--- src/hw/rtl/point_in_triangle_barycentric_assert.svh ---
// Assertion macros for the barycentric point-in-triangle block.
`ifndef POINT_IN_TRIANGLE_BARYCENTRIC_ASSERT_SVH
`define POINT_IN_TRIANGLE_BARYCENTRIC_ASSERT_SVH
`ifndef ASSERT_OFF
`define PIT_ASSERT_IMPL(lbl, clk, rst_n, prop) \
    lbl: assert property (@(posedge clk) disable iff (!rst_n) prop) \
        else $error("assertion failed");
`define PIT_ASSERT_RST(lbl, clk, prop) \
    lbl: assert property (@(posedge clk) prop) else $error("assertion failed");
`else
`define PIT_ASSERT_IMPL(lbl, clk, rst_n, prop)
`define PIT_ASSERT_RST(lbl, clk, prop)
`endif
`endif

--- src/hw/rtl/ptb_pkg.sv ---
// Shared constants for the barycentric point-in-triangle block.
package ptb_pkg;
    localparam int OUT_W = 24;
    localparam int QMAX = 26;
endpackage

--- src/hw/rtl/ptb_queue.sv ---
// Two-entry queue between the front and back pipelines.
module ptb_queue #(
    parameter int W = 8
) (
    input  logic         i_clk,
    input  logic         i_rst_n,
    input  logic         i_valid,
    output logic         o_ready,
    input  logic [W-1:0] i_data,
    output logic         o_valid,
    input  logic         i_ready,
    output logic [W-1:0] o_data
);
    import ptb_pkg::*;
    logic [W-1:0] r_mem [2];
    logic         r_wp, r_rp;
    logic [1:0]   r_cnt;
    logic         push, pop;

    assign o_ready = (r_cnt != 2'd2);
    assign o_valid = (r_cnt != 2'd0);
    assign o_data  = r_mem[r_rp];
    assign push    = i_valid && o_ready;
    assign pop     = o_valid && i_ready;

    // Pointers and fill count.
    always_ff @(posedge i_clk) begin
        if (!i_rst_n) begin
            r_wp  <= 1'b0;
            r_rp  <= 1'b0;
            r_cnt <= 2'd0;
        end else begin
            if (push) r_wp <= !r_wp;
            if (pop)  r_rp <= !r_rp;
            r_cnt <= r_cnt + 2'(push) - 2'(pop);
        end
    end

    // Storage.
    always_ff @(posedge i_clk) begin
        if (push) r_mem[r_wp] <= i_data;
    end
endmodule

--- config.mk ---
export PLATFORM = sky130hd
export DESIGN_NAME = ptb_queue
export DESIGN_NICKNAME = d
export VERILOG_FILES = /design/src/hw/rtl/point_in_triangle_barycentric_assert.svh /design/src/hw/rtl/ptb_pkg.sv /design/src/hw/rtl/ptb_queue.sv
export SDC_FILE = /design/constraint.sdc
export NUM_CORES = 1
export LEC_CHECK = 0
export BUFFER_PORTS_ARGS = -buffer_cell sky130_fd_sc_hd__buf_2
export CORE_AREA = 4 4 51 53
export CTS_BUF_LIST = sky130_fd_sc_hd__clkbuf_16
export DETAILED_ROUTE_END_ITERATION = 8
export DIE_AREA = 0 0 55 57
export PLACE_DENSITY = 0.62
export SYNTH_ARGS = -nofsm -noshare
export SYNTH_HDL_FRONTEND = slang
export SYNTH_SLANG_ARGS = --single-unit
export TNS_END_PERCENT = 20
--- constraint.sdc ---
create_clock -name i_clk -period 2.1 [get_ports i_clk]
set_clock_uncertainty 0.05 [all_clocks]
set_input_delay 0.21 -clock i_clk [delete_from_list [all_inputs] [get_ports i_clk]]
set_output_delay 0.21 -clock i_clk [all_outputs]
set_load 0.005 [all_outputs]
======== Word level (Yosys, flattened, before mapping) ========
Memory sizes are Yosys's and may differ from the RTL's. A register that Yosys moved wholly into a read port is not among the register bits.
Cells that the tools add are included.
word-level totals
  register bits ........................... 4
  latch bits .............................. 0
  RAM bits ................................ 16
  memory bits (read-only) ................. 0
  bits of input ports ..................... 12
  memories kept ........................... 1
memories
  memory  words  width  read ports  clocked after Yosys merged registers in  write ports  line             text
  r_mem   2      8      1           1                                        1            ptb_queue.sv:15  logic [W-1:0] r_mem [2];
cells by class
  add/sub/neg operators ................... 2
  $mul .................................... 0
  divide/modulo/power cells ............... 0
  $lt $le $gt $ge ......................... 0
  eq/ne operators ......................... 1
  shift operators ......................... 0
  multiplexer cells ....................... 4
  bitwise gates (word level) .............. 0
  reduce and logical (&&, ||, !) cells .... 5
operators with widths
  operator                                       count
  two-way mux 1 bit                              4
  adder 2 x 1 -> 2 bit                           1
  logical AND 1 bit                              2
  logical NOT 1 bit                              2
  inequality test 2 bit (second input constant)  1
  nonzero test 2 bit                             1
  subtractor 2 x 1 -> 2 bit                      1

======== Longest topological paths before layout ========
  depth in word-level cells ............... 4
  mapped depth ............................ 6

======== Worst setup path after synthesis ========
OpenSTA, ideal clock, no wires.
  path kind ............................... reg-to-reg
  start point ............................. register r_cnt[1]
  end point ............................... register r_cnt[1]
  setup time .............................. 0.124 ns
  arrival ................................. 1.204 ns
  slack ................................... 0.722 ns
  cell stages (with the launch flop) ...... 7
  buffers on the path ..................... 0
  period minus slack after synthesis ...... 1.378 ns
  path through ............................ dfxtp_1 -> and2b_1 -> o21ba_2 -> nor2_1 -> ha_1 -> nor4_1 -> nor3_1
between the ends
  word-level cells in the longest chain between the ends .. 4
  elaborated cells on any way between the ends .. 6
  classes of those cells .................. add/sub (2); eq/ne (1); reduce/logical (3)
RTL lines
  element                        line             text
  from (decl)                    ptb_queue.sv:17  logic [1:0] r_cnt;
  from (signal assigned)         ptb_queue.sv:35  r_cnt <= r_cnt + 2'(push) - 2'(pop);
  inequality test 2 bit          ptb_queue.sv:20  assign o_ready = (r_cnt != 2'd2);
  logical AND 1 bit              ptb_queue.sv:23  assign push = i_valid && o_ready;
  adder 2 x 1 -> 2 bit           ptb_queue.sv:35
  subtractor 2 x 1 -> 2 bit (*)  ptb_queue.sv:35
Every way passes the cells marked *; elsewhere a longest branch is shown, timed or not.
A chain may end at the register's enable or synchronous reset.

==> reports/results.txt <==
Largest net degree at the start of global routing: 12
Synth Net Count: 68
Peak Freq: 0.645 GHz
Clk buf depth: 2
Gr ovfl total: 0
All-Layer GR Usage: 9.00%
Initial core utilization: 38.9%
Synth Instances: 55
DRT iter0 DRCs: 7
Vias: 511
Final TNS setup: 0 ns
Largest area contributor in the netlist: edfxtp_1
Final critical-path share of the clock period: 73.8%
CP endpoint kind: output port
Core area: 2150 um^2
CTS buffer count: 3
Hold Crit Class: input pin to flip-flop
Commonest cells in the netlist: edfxtp_1 (16), mux2_2 (8), dfxtp_1 (5), nor2_1 (4)
Placement Cell Area: 971 um^2
Unique masters post-synth: 23
Peak supply drop: 761 uV
WL/cell: 11.9 um
Critical path arrival: 1.29 ns
CTS resizes: 0
Post-Place Worst Slack: 0.599 ns
Worst slew margin: 76.1%
Mapped cell area: 836 um^2
Slew at the pin closest to its max-slew limit: 0.358 ns
Multi-input combinational cell area: 243 um^2
Reg2reg path depth: 6
Postcts setup bufs: 0
Number of global-route vias before repair: 498
Post-detail-place hpwl: 902 um
Count leader, synth: edfxtp_1
Core Rows: 17
Final GP Congestion: 0.683
Die area: 3140 um^2
FF-to-FF Start: r_cnt[1]$_SDFF_PN0_
Clock root cell: clkbuf_16
Hold Path Depth: 1
P per Cell Area: 1100 nW/um^2
Layout cell share with drive strength beyond 1: 44.3%
Synthesis warning total: 0
Crit path kind: flip-flop to output port
ANT cells: 0
Yosys top cell area share: 57.5%
Count of flip-flops with a built-in enable after synthesis: 16
Initial DRT Pass Iterations: 4
H-tree levels: 1
# clock sinks: 21
P&R area growth vs syn: 25.6%
DRC violations left: 0
Slew Viols, Final: 0
PortBufs: 21
Synth Register Bits: 21
Mean Syn Cell Area: 15.2 um^2
Die Ht: 57 um
Final wirelength: 1270 um
Final Hold Violating Endpoints: 0
Crit Path Max Fanout: 8
R2R setup slack: 0.58 ns
Critical Path Start Type: flip-flop
Worst setup margin: 0.550 ns
Post-layout min period: 1.55 ns
Design Area, Final: 1050 um^2
First-pass GRT wire length: 2010 um
# IOs: 22
Async SR Flop Fraction: 0%
Worst-path clk slew: 0.05 ns
Initial antenna violation count: 0
Layout net count: 93
Post-DR vias/cell: 4.78
Prevailing post-synth register cell: edfxtp_1
Synth top area cells: edfxtp_1 (57%), dfxtp_1 (12%), mux2_2 (11%)
Antenna Violating Nets Remaining: 0
Outcome: finished, final reports clean
RSZ-0062 raised after global routing: no
Worst reg2reg endpoint: r_cnt[1]$_SDFF_PN0_
Post-cts hold buffer count: 0
Sequential Area: 581 um^2
Clock Latency Late Sink: 0.25 ns
Die Width: 55 um
Endpoints failing setup: 0
Seq/Total Area, Yosys: 69.5%
WP data required: 1.84 ns
Max-cap viol count: 0
Leak: 0.424 nW
CTS tree: built
Fillers: 204
Critical Path End: o_data[0]
## sequential cells by signal, indices dropped and copies added (netlist names), named ones only
register / cells
r_cnt: 2
r_mem: 16
r_rp: 1
r_wp: 1
## critical path: stages (launching register included)
cell	delay, ns
dfxtp_1	0.53
mux2_2	0.39
buf_2	0.13
## cell usage in the layout (no fill, tap or decap), types with 2 or more instances in the layout
| cell type | synthesis | final |
|---|---|---|
| buf_2 | 1 | 21 |
| edfxtp_1 | 16 | 16 |
| mux2_2 | 8 | 8 |
| dfxtp_1 | 5 | 5 |
| nor2_1 | 4 | 4 |
| inv_1 | 2 | 3 |
| clkbuf_16 | 0 | 3 |
| o21ai_0 | 2 | 2 |
| and3_1 | 2 | 2 |
## power by group
part / switching [mW] / total [mW] / internal (mW)
Clock: 0.133 / 0.386 / 0.253
Sequential: 0.0426 / 0.551 / 0.509
Combinational: 0.0903 / 0.219 / 0.129
## through the flow
step           hold WS (ns)  utilization [%]  power, mW  cells
5_1_grt              0.0986             48.9       1.22    107
2_1_floorplan         0.259                -      0.697     55
6_report             0.0999             48.9       1.16    107
3_3_place_gp          0.353             45.2      0.779    103
4_1_cts               0.101             48.9       1.17    107
3_5_place_dp          0.357             45.2      0.783    103
## cell families after synthesis
kind of cell	share of synthesized area, %
flops	69.5
simple gates	10.5
mux	10.8
compound gates	5.24
buf+inv	1.50
xor+xnor	1.05
fa+ha+maj	1.50
## worst min-delay path by stage
| stage | startpoint | end | slack, ns |
|---|---|---|---|
| 2_1_floorplan | i_data[0] | r_mem[0][0]$_DFFE_PP_ | 0.26 |
| 3_3_place_gp | i_data[7] | r_mem[0][7]$_DFFE_PP_ | 0.35 |
| 3_5_place_dp | i_data[7] | r_mem[0][7]$_DFFE_PP_ | 0.36 |
| 4_1_cts | i_data[7] | r_mem[0][7]$_DFFE_PP_ | 0.10 |
| 5_1_grt | i_data[7] | r_mem[0][7]$_DFFE_PP_ | 0.1 |
| 6_report | i_data[6] | r_mem[1][6]$_DFFE_PP_ | 0.1 |
## layout make-up
| type | count | share of cell area (%) |
|---|---|---|
| clock buffer | 3 | 7.15 |
| timing repair buffer | 21 | 10.0 |
| sequential | 21 | 55.3 |
| tap | 28 | 3.34 |
| inverter | 2 | 0.715 |
| clock inverter | 1 | 0.358 |
| multi-input combinational | 31 | 23.1 |
## metal layers
metal	global-route usage (%)	wire length, um	share of wire, %	vias up
met4	2.08	0	0	0
met1	10.1	546	43	234
met5	0	0	0	-
li1	-	-	-	254
met2	14.7	620	49	23
met3	4.96	106	8.3	0
(Power assumes the default switching activity.)
